`src/design/assert_macros.svh`:
```
// Assertion macros used by stfs_block_address_translate.
// Depends on nothing; include by bare file name.
`ifndef ASSERT_MACROS_SVH
`define ASSERT_MACROS_SVH

// check that cons holds in the same cycle as ante
`define ASSERT_IMP(lbl, clk, rst_n, ante, cons) \
  lbl: assert property (@(posedge clk) disable iff (!rst_n) (ante) |-> (cons)) \
    else $error("assertion failed");

// check that cons holds in the cycle after ante
`define ASSERT_NXT(lbl, clk, rst_n, ante, cons) \
  lbl: assert property (@(posedge clk) disable iff (!rst_n) (ante) |=> (cons)) \
    else $error("assertion failed");

`endif

```
`src/design/stfs_bat_pkg.sv`:
```
// Constants for the block address translator: spans, reciprocals, function codes,
// register map, quotient types. Depends on nothing.
`default_nettype none

package stfs_bat_pkg;

  localparam int unsigned BLOCK_SHIFT = 12;
  localparam logic [12:0] PAGE_BYTES = 13'h1000;

  localparam logic [7:0]  SPAN_L0 = 8'd170;
  localparam logic [14:0] SPAN_L1 = 15'd28900;
  localparam logic [22:0] SPAN_L2 = 23'd4913000;

  localparam int unsigned RECIP_SHIFT = 32;
  localparam logic [24:0] RECIP_L0 = 25'((64'h1_0000_0000) / SPAN_L0);
  localparam logic [17:0] RECIP_L1 = 18'((64'h1_0000_0000) / SPAN_L1);
  localparam logic [9:0]  RECIP_L2 = 10'((64'h1_0000_0000) / SPAN_L2);

  localparam logic [1:0] FUNC_DATA  = 2'd0;
  localparam logic [1:0] FUNC_HASH0 = 2'd1;
  localparam logic [1:0] FUNC_HASH1 = 2'd2;
  localparam logic [1:0] FUNC_HASH2 = 2'd3;

  localparam logic [1:0] REG_RO_FORMAT = 2'd0;
  localparam logic [1:0] REG_TOTAL     = 2'd1;
  localparam logic [1:0] REG_HEADER    = 2'd2;
  localparam logic [1:0] REG_PACKAGE   = 2'd3;

  typedef logic [16:0] quot_l0_t;
  typedef logic [9:0]  quot_l1_t;
  typedef logic [1:0]  quot_l2_t;

endpackage

`default_nettype wire

```
`src/design/stfs_block_address_translate.sv`:
```
// Block address translator top level: five-stage pipeline and APB register file.
// Depends on stfs_bat_pkg and assert_macros.svh.
//
//  channel  | ports                                   | handshake
//  ---------+-----------------------------------------+---------------------------
//  input    | in_func, in_block_index                 | start high, busy low
//  result   | out_phys_block, out_byte_offset,        | out_valid strobe, 1 cycle
//           | out_ok                                  |
//  config   | psel penable pwrite paddr pwdata prdata | APB, pready tied high
//
// One item per cycle; each result is registered in stages 1 to 4 and the result
// register and is on the ports while out_valid is high.
// The stages are the reciprocal multiply, quotient correction, address assembly,
// offset add and package bound compare.
// busy never rises; the pipeline has no stall.
// rst_n clears the valid bits and the registers to zero.
`default_nettype none

`include "assert_macros.svh"

module stfs_block_address_translate (
  input  wire logic        clk,
  input  wire logic        rst_n,
  input  wire logic        start,
  output logic             busy,
  input  wire logic [1:0]  in_func,
  input  wire logic [23:0] in_block_index,
  output logic             out_valid,
  output logic [31:0]      out_phys_block,
  output logic [39:0]      out_byte_offset,
  output logic             out_ok,
  input  wire logic        psel,
  input  wire logic        penable,
  input  wire logic        pwrite,
  input  wire logic [4:0]  paddr,
  input  wire logic [63:0] pwdata,
  output logic [63:0]      prdata,
  output logic             pready
);

  // registers
  logic        ro_r;
  logic [23:0] total_r;
  logic [31:0] header_r;
  logic [39:0] package_r;
  logic        wr_en;

  assign pready = 1'b1;
  assign busy   = 1'b0;
  assign wr_en  = psel && penable && pwrite && pready;

  always_ff @(posedge clk) begin
    if (!rst_n) begin
      ro_r      <= 1'b0;
      total_r   <= '0;
      header_r  <= '0;
      package_r <= '0;
    end else if (wr_en) begin
      case (paddr[4:3])
        stfs_bat_pkg::REG_RO_FORMAT: ro_r      <= pwdata[0];
        stfs_bat_pkg::REG_TOTAL:     total_r   <= pwdata[23:0];
        stfs_bat_pkg::REG_HEADER:    header_r  <= pwdata[31:0];
        stfs_bat_pkg::REG_PACKAGE:   package_r <= pwdata[39:0];
        default: ;
      endcase
    end
  end

  always_comb begin
    case (paddr[4:3])
      stfs_bat_pkg::REG_RO_FORMAT: prdata = {63'd0, ro_r};
      stfs_bat_pkg::REG_TOTAL:     prdata = {40'd0, total_r};
      stfs_bat_pkg::REG_HEADER:    prdata = {32'd0, header_r};
      stfs_bat_pkg::REG_PACKAGE:   prdata = {24'd0, package_r};
      default:                     prdata = '0;
    endcase
  end

  // stage 1: reciprocal multiply
  logic                   v1_r;
  logic [1:0]             func1_r;
  logic [23:0]            idx1_r;
  logic                   inr1_r;
  stfs_bat_pkg::quot_l0_t qe0_r, qe0_nxt;
  stfs_bat_pkg::quot_l1_t qe1_r, qe1_nxt;
  stfs_bat_pkg::quot_l2_t qe2_r, qe2_nxt;
  logic [48:0]            prod0;
  logic [41:0]            prod1;
  logic [33:0]            prod2;

  assign prod0 = 49'(in_block_index) * 49'(stfs_bat_pkg::RECIP_L0);
  assign prod1 = 42'(in_block_index) * 42'(stfs_bat_pkg::RECIP_L1);
  assign prod2 = 34'(in_block_index) * 34'(stfs_bat_pkg::RECIP_L2);
  assign qe0_nxt = prod0[48:32];
  assign qe1_nxt = prod1[41:32];
  assign qe2_nxt = prod2[33:32];

  always_ff @(posedge clk) begin
    if (!rst_n) begin
      v1_r <= 1'b0;
    end else begin
      v1_r <= start && !busy;
    end
  end

  always_ff @(posedge clk) begin
    func1_r <= in_func;
    idx1_r  <= in_block_index;
    inr1_r  <= in_block_index < total_r;
    qe0_r   <= qe0_nxt;
    qe1_r   <= qe1_nxt;
    qe2_r   <= qe2_nxt;
  end

  // stage 2: correct the quotient estimates
  logic                   v2_r;
  logic [1:0]             func2_r;
  logic [23:0]            idx2_r;
  logic                   inr2_r;
  logic                   ge0_r, ge1_r;
  stfs_bat_pkg::quot_l0_t q0_r, q0_nxt;
  stfs_bat_pkg::quot_l1_t q1_r, q1_nxt;
  stfs_bat_pkg::quot_l2_t q2_r, q2_nxt;
  logic [24:0]            rem0, rem1, rem2;

  always_comb begin
    rem0 = {1'b0, idx1_r} - 25'(qe0_r) * 25'(stfs_bat_pkg::SPAN_L0);
    rem1 = {1'b0, idx1_r} - 25'(qe1_r) * 25'(stfs_bat_pkg::SPAN_L1);
    rem2 = {1'b0, idx1_r} - 25'(qe2_r) * 25'(stfs_bat_pkg::SPAN_L2);
    q0_nxt = (rem0 >= 25'(stfs_bat_pkg::SPAN_L0)) ? qe0_r + 17'd1 : qe0_r;
    q1_nxt = (rem1 >= 25'(stfs_bat_pkg::SPAN_L1)) ? qe1_r + 10'd1 : qe1_r;
    q2_nxt = (rem2 >= 25'(stfs_bat_pkg::SPAN_L2)) ? qe2_r + 2'd1 : qe2_r;
  end

  always_ff @(posedge clk) begin
    if (!rst_n) begin
      v2_r <= 1'b0;
    end else begin
      v2_r <= v1_r;
    end
  end

  always_ff @(posedge clk) begin
    func2_r <= func1_r;
    idx2_r  <= idx1_r;
    inr2_r  <= inr1_r;
    ge0_r   <= idx1_r >= 24'(stfs_bat_pkg::SPAN_L0);
    ge1_r   <= idx1_r >= 24'(stfs_bat_pkg::SPAN_L1);
    q0_r    <= q0_nxt;
    q1_r    <= q1_nxt;
    q2_r    <= q2_nxt;
  end

  // stage 3: physical block number
  logic        v3_r;
  logic        ok3_r, ok3_nxt;
  logic [31:0] phys3_r, phys3_nxt;
  logic [31:0] t;
  logic [31:0] step0, step1;
  logic [31:0] lv0, lv1, lv2;
  logic [31:0] data_phys, hash0_phys, hash1_phys;

  always_comb begin
    t     = ro_r ? 32'd1 : 32'd2;
    step0 = 32'(stfs_bat_pkg::SPAN_L0) + t;
    step1 = 32'(stfs_bat_pkg::SPAN_L1) + (ro_r ? 32'd171 : 32'd342);
    lv0   = ro_r ? 32'(q0_r) + 32'd1 : (32'(q0_r) + 32'd1) << 1;
    lv1   = ro_r ? 32'(q1_r) + 32'd1 : (32'(q1_r) + 32'd1) << 1;
    lv2   = ro_r ? 32'(q2_r) + 32'd1 : (32'(q2_r) + 32'd1) << 1;
    data_phys = 32'(idx2_r) + lv0 + (ge0_r ? lv1 : 32'd0) + (ge1_r ? lv2 : 32'd0);
    hash0_phys = ge0_r ?
      32'(25'(q0_r) * 25'(step0[7:0])) + lv1 + (ge1_r ? t : 32'd0) : 32'd0;
    hash1_phys = ge1_r ? 32'(25'(q1_r) * 25'(step1[14:0])) + t : step0;
    case (func2_r)
      stfs_bat_pkg::FUNC_DATA:  phys3_nxt = data_phys;
      stfs_bat_pkg::FUNC_HASH0: phys3_nxt = hash0_phys;
      stfs_bat_pkg::FUNC_HASH1: phys3_nxt = hash1_phys;
      stfs_bat_pkg::FUNC_HASH2: phys3_nxt = step1;
      default:                  phys3_nxt = data_phys;
    endcase
    ok3_nxt = (func2_r != stfs_bat_pkg::FUNC_DATA) || inr2_r;
  end

  always_ff @(posedge clk) begin
    if (!rst_n) begin
      v3_r <= 1'b0;
    end else begin
      v3_r <= v2_r;
    end
  end

  always_ff @(posedge clk) begin
    phys3_r <= phys3_nxt;
    ok3_r   <= ok3_nxt;
  end

  // stage 4: byte offset and block end
  logic        v4_r;
  logic        ok4_r;
  logic [31:0] phys4_r;
  logic [44:0] off4_r, off4_nxt;
  logic [45:0] end4_r, end4_nxt;
  logic [32:0] base;

  always_comb begin
    base = ({1'b0, header_r} + 33'(stfs_bat_pkg::PAGE_BYTES - 13'd1))
           & ~33'(stfs_bat_pkg::PAGE_BYTES - 13'd1);
    off4_nxt = 45'(base) + {1'b0, phys3_r, 12'd0};
    end4_nxt = 46'(base) + {1'b0, 33'(phys3_r) + 33'd1, 12'd0};
  end

  always_ff @(posedge clk) begin
    if (!rst_n) begin
      v4_r <= 1'b0;
    end else begin
      v4_r <= v3_r;
    end
  end

  always_ff @(posedge clk) begin
    phys4_r <= phys3_r;
    off4_r  <= off4_nxt;
    end4_r  <= end4_nxt;
    ok4_r   <= ok3_r && (base != 33'd0);
  end

  // stage 5: package bound, result register
  logic ok5_nxt;

  assign ok5_nxt = ok4_r && (end4_r <= 46'(package_r));

  always_ff @(posedge clk) begin
    if (!rst_n) begin
      out_valid <= 1'b0;
    end else begin
      out_valid <= v4_r;
    end
  end

  always_ff @(posedge clk) begin
    out_ok          <= ok5_nxt;
    out_phys_block  <= ok5_nxt ? phys4_r : 32'd0;
    out_byte_offset <= ok5_nxt ? off4_r[39:0] : 40'd0;
  end

  `ASSERT_NXT(a_valid_chain, clk, rst_n, v1_r, v2_r)
  `ASSERT_IMP(a_quot_exact, clk, rst_n, v2_r,
    (25'(q0_r) * 25'(stfs_bat_pkg::SPAN_L0) <= 25'(idx2_r)) &&
    (25'(idx2_r) - 25'(q0_r) * 25'(stfs_bat_pkg::SPAN_L0) < 25'(stfs_bat_pkg::SPAN_L0)))
  `ASSERT_IMP(a_fail_zero, clk, rst_n, out_valid && !out_ok,
    (out_phys_block == 32'd0) && (out_byte_offset == 40'd0))
  `ASSERT_IMP(a_ok_aligned, clk, rst_n, out_valid && out_ok,
    (out_byte_offset[11:0] == 12'd0) && (out_byte_offset != 40'd0))

endmodule

`default_nettype wire
```
`config.mk`:
```
export PLATFORM = sky130hd
export DESIGN_NAME = stfs_block_address_translate
export DESIGN_NICKNAME = d
export VERILOG_FILES = /design/src/design/stfs_bat_pkg.sv /design/src/design/stfs_block_address_translate.sv
export VERILOG_INCLUDE_DIRS = /design/src /design/src/design
export SDC_FILE = /design/constraint.sdc
export NUM_CORES = 2
export LEC_CHECK = 0
export BUFFER_PORTS_ARGS = -buffer_cell sky130_fd_sc_hd__buf_2
export CAP_MARGIN = 20
export CORE_AREA = 2 2 428 430
export DETAILED_ROUTE_END_ITERATION = 12
export DIE_AREA = 0 0 430 432
export PLACE_DENSITY_LB_ADDON = 0.05
export SETUP_SLACK_MARGIN = 0.4
export SLEW_MARGIN = 40
export SYNTH_ARGS = -nofsm -noshare
export SYNTH_HDL_FRONTEND = slang
export SYNTH_SLANG_ARGS = --single-unit
```
`constraint.sdc`:
```
create_clock -name clk -period 13 [get_ports clk]
set_input_delay 2.6 -clock clk [delete_from_list [all_inputs] [get_ports clk]]
set_output_delay 2.6 -clock clk [all_outputs]
set_load 0.01 [all_outputs]
```
After elaboration in Yosys (flattened, before gate mapping)
Index checks and enable logic that the tools add are counted.

word-level totals
  input port bits = 101
  memories = 0
  ROM bits = 0
  bits in writable memories = 0
  bits in latches = 0
  logic and storage cells = 102
  register bits after elaboration = 441
  output and inout bits = 140

cells by class
  multiply operators = 8
  reduce and logical (&&, ||, !) cells = 13
  order comparisons = 7
  div/mod/pow operators = 0
  bitwise logic cells = 0
  add/subtract/negate cells = 21
  multiplexer cells = 15
  shifts and indexed selects = 0
  eq/ne operators = 6

operators by type and width
  kind                    count
  $pmux 64 s4             1
  $pmux 32 s4             1
  $sub 24x25->25          3
  $add 25x12->26          2
  $mul 24x25->49 const B  1
  $add 33x45->46          1
  $le 46x40->1            1
  $mul 24x17->41 const B  1
  $add 33x40->40          1
  $add 32x1->33 const B   1
  $add 32x12->33 const B  1
  $mul 24x9->33 const B   1
  $reduce_bool 33->1      1
  $add 26x2->27           1
  $add 26x4->27           1
  $mux 27                 1
  $add 25x2->26           1
  $mux 26                 1
  $add 24x19->25          1
  $ge 25x15->1 const B    1
  $ge 25x23->1 const B    1
  $ge 25x8->1 const B     1
  $mul 10x15->25          1
  $mul 17x8->25           1
  28 further kinds        43

Logic depth before layout (Yosys ltp)
  depth after elaboration = 7
  gate-level depth with buffers = 31
  depth with buffers taken out = 29

Worst setup path before layout
Ideal clock, no wire load.

  path type = input-to-reg
  start = input in_block_index[22]
  end = register qe0_r[16]
  arrival = 7.978 ns
  path slack = 4.900 ns
  path buffers = 0
  library setup time = 0.122 ns
  stages on the path = 23
  data required time = 12.878 ns
  cells stage by stage = inv_1 -> ha_1 -> inv_1 -> ha_1 -> inv_1 -> fa_1 -> fa_1 -> inv_1 -> fa_1 -> fa_1 -> fa_1 -> ha_1 -> o2111a_1 -> a21oi_1 -> a211oi_1 -> o21ai_0 -> nand3_1 -> nand3_1 -> o22ai_1 -> a41oi_1 -> a21oi_1 -> o21ai_0 -> xnor2_1

between the ends
  longest elaborated chain between the ends = 1

ends and longest elaborated chain
  what                  RTL line                             source
  from (decl)           stfs_block_address_translate.sv:27   input wire logic [23:0] in_block_index,
  $mul 24x25->49        stfs_block_address_translate.sv:91   assign prod0 = 49'(in_block_index) * 49'(stfs_bat_pkg::RECIP_L0);
  named net prod0[48]   stfs_block_address_translate.sv:87   logic [48:0] prod0;
  to (signal assigned)  stfs_block_address_translate.sv:110  qe0_r <= qe0_nxt;
  to (decl)             stfs_block_address_translate.sv:84   stfs_bat_pkg::quot_l0_t qe0_r, qe0_nxt;

The timed path passes the listed nets, and every way through them passes these cells.
A chain may end at the register's enable or synchronous reset.

Worst setup path in the final report
  start = input in_block_index[16]
  end = register qe0_r[16]

The elaborated chain is that of the path after synthesis.

==> summary.txt <==
Run status
  – Status: finished clean

Clocking
  – Skew-Pair Late Insertion Delay: 0.67 ns
  – H-tree levels: 2
  – Largest buffer count on any clock path: 3
  – TritonCTS Buffers: 50
  – Post-CTS resize count: 0
  – CTS tree: yes
  – Reg clk slew, reported paths: 0.06 ns
  – Hold_buf cts: 0
  – Number of clock sinks: 379
  – Root Driver: clkbuf_16
  – Post CTS Setup Buffer Count: 0

Critical path
  – Critical Path AT: 9.41 ns
  – FF-to-FF setup slack: 4.92 ns
  – CP Data Required Time: 13.51 ns
  – R2R depth: 24
  – Largest stage delay, worst path: 0.54 ns
  – CP max FO: 11
  – Setup crit start: in_block_index[16]
  – R2R Path End: phys3_r[24]$_DFF_P_
  – RR Startpoint: q1_r[0]$_DFF_P_
  – Critical path's slowest cell: fa_1
  – Crit path kind: input port to flop
  – Worst setup EP type: flop
  – Crit start category: input port

Routing
  – Routed Antenna Nets: 0
  – Final wirelength: 149000 um
  – Avg WL per Cell: 20.0 um
  – DR iter-0 viols: 1492
  – Vias: 33218
  – Router iterations before antenna repair: 5
  – Drc violations: 0
  – DR vias/cell: 4.46

STA
  – Worst slew pin tran: 0.947 ns
  – Min Tclk post-route: 8.90 ns
  – RSZ-0062 raised after global routing: no
  – Relative slew margins: 36.4%
  – Final Max Tran Viols: 0
  – Final Hold Fails: 0
  – FMAX: 112 MHz
  – Worst clock skew: 0.0528 ns
  – Setup TNS: 0 ns
  – Final setup vio count: 0
  – Final period util: 68.4%

Yosys
  – Mapped Area: 45000 um2
  – FFs w/ async S/R, synth: 0%
  – Most common cell in the netlist: ha_1
  – Sequential share of the synthesized area: 16.9%
  – Number of synthesized flops with an enable pin: 0
  – Distinct cells, synth: 92
  – Largest area contributor in the netlist: ha_1
  – Post-synthesis cell count: 4866
  – Synth top area share: 24.2%
  – Main synth FF type: dfxtp_1
  – Syn avg cell area: 9.24 um2
  – Synth Register Bits: 379
  – Top post-synthesis cells by count: 871 x ha_1, 728 x inv_1, 441 x fa_1
  – Cells taking the most area after synthesis: ha_1 24%, fa_1 20%, dfxtp_1 17%
  – Synth warnings: 0

Hold path
  – Hold depth: 0
  – Hold Crit Class: flop to flop
  – Hold Path End: func2_r[1]$_DFF_P_
  – Worst Min Path Start: func1_r[1]$_DFF_P_

Layout
  – Finished Layout Cells: 7446
  – Share of cells above drive strength 1: 7.36%
  – Filler instances: 19443
  – Synth-to-Final Area Change: 11.9%
  – Nets: 6431

Place
  – # port buffers: 168
  – Routability-driven placement congestion ratio: 0.778
  – DP Wirelength: 121000 um
  – Dpl cells: 7350

Global route
  – Global Route Usage Sum: 16.0%
  – Largest net degree at the start of global routing: 103
  – Initial antenna violation count: 16
  – First-pass GRT wire length: 224000 um
  – Total gr overflow: 0
  – Vias in the first global route: 35043

Floorplanning
  – Die area: 186000 um2
  – Die height: 432 um
  – Die X: 430 um
  – CORE AREA: 182000 um2
  – Rows: 157
  – I/O pin count: 241
  – Starting Density: 24.8%

Flow run
  – Number of max-cap violations: 0
==> critical path: cells and delay by family <==
family,cells,cell delay (ns)
simple gates,2,0.27
xor+xnor,1,0.14
fa+ha+maj,8,3.33
compound gates,9,2.11
buf+inv,5,0.95
==> worst max path at each step <==
stage                             end  slack (ns)  cells past startpoint
floorplan           qe0_r[16]$_DFF_P_        4.90                     23
global placement    qe0_r[16]$_DFF_P_        3.25                     25
detailed placement  qe0_r[16]$_DFF_P_        3.26                     25
CTS                 qe0_r[16]$_DFF_P_        3.93                     25
global route        qe0_r[16]$_DFF_P_        3.52                     25
finish              qe0_r[16]$_DFF_P_        4.10                     25
==> per-layer routing <==
| layer | vias to the layer above | part of all wire, % | global-route usage, % |
|---|---|---|---|
| met5 | - | 0.0087 | 0 |
| met3 | 118 | 2.0 | 1.35 |
| met1 | 16092 | 49 | 21.9 |
| met2 | 355 | 47 | 27.2 |
| li1 | 16651 | - | - |
| met4 | 2 | 2.0 | 3.26 |
==> sequential cells by signal, summed over array words and instances, names as in the netlist, 17 cells and up <==
signal / count
phys3_r: 26
end4_r: 28
header_r: 32
package_r: 40
out_byte_offset: 27
phys4_r: 26
idx1_r: 24
total_r: 24
idx2_r: 24
qe0_r: 17
out_phys_block: 26
q0_r: 17
off4_r: 27
==> cells by family (layout without fill, tap and decap cells) <==
| kind of cell | after synthesis | in the layout | synth area share [%] |
|---|---|---|---|
| AO/OA/AOI/OAI | 880 | 880 | 13.3 |
| XOR/XNOR | 255 | 255 | 4.96 |
| adder cells (fa/ha/maj) | 1312 | 1312 | 43.9 |
| buffers and inverters | 872 | 1013 | 7.71 |
| flip-flops | 379 | 379 | 16.9 |
| multiplexers | 49 | 49 | 1.20 |
| other | 2 | 56 | 0.0167 |
| AND/OR/NAND/NOR | 1117 | 1117 | 12.1 |
==> layout make-up <==
cell class                 instances  area [um2]  area share [%]
multi-input combinational       3664       34200            67.9
sequential                       379        7590            15.1
tap                             2385        2980            5.93
inverter                         731        2740            5.45
clock buffer                      66        1400            2.78
timing repair buffer             192        1020            2.03
clock inverter                    24         422           0.838
antenna                            5        12.5          0.0249
==> through the flow <==
step           hold slack [ns]  utilization (%)  instance area (um2)  setup WS [ns]
3_5_place_dp             0.315             26.7                48500           3.26
6_report                 0.326             27.7                50300           4.10
5_1_grt                  0.338             27.7                50300           3.52
3_3_place_gp             0.317             26.7                48500           3.25
2_1_floorplan            0.310                -                45200           4.90
4_1_cts                  0.329             27.7                50300           3.93
==> layout by cell type (no fill, tap or decap), drive strengths merged, types with 19 or more instances in the layout <==
| master | instances |
|---|---|
| a211oi | 30 |
| a21boi | 108 |
| a21o | 95 |
| a21oi | 196 |
| a22o | 23 |
| a31oi | 24 |
| and2 | 90 |
| and3 | 36 |
| buf | 191 |
| clkbuf | 67 |
| conb | 51 |
| dfxtp | 379 |
| fa | 441 |
| ha | 871 |
| inv | 730 |
| mux2 | 28 |
| mux2i | 20 |
| nand2 | 388 |
| nand2b | 41 |
| nand3 | 83 |
| nand4 | 46 |
| nor2 | 202 |
| nor2b | 76 |
| nor3 | 66 |
| o211ai | 19 |
| o21a | 42 |
| o21ai | 165 |
| o21bai | 19 |
| or2 | 23 |
| xnor2 | 156 |
| xor2 | 99 |
Power is not shown: default switching activity piles up to over one toggle a cycle in this logic, so the estimate is an artifact.
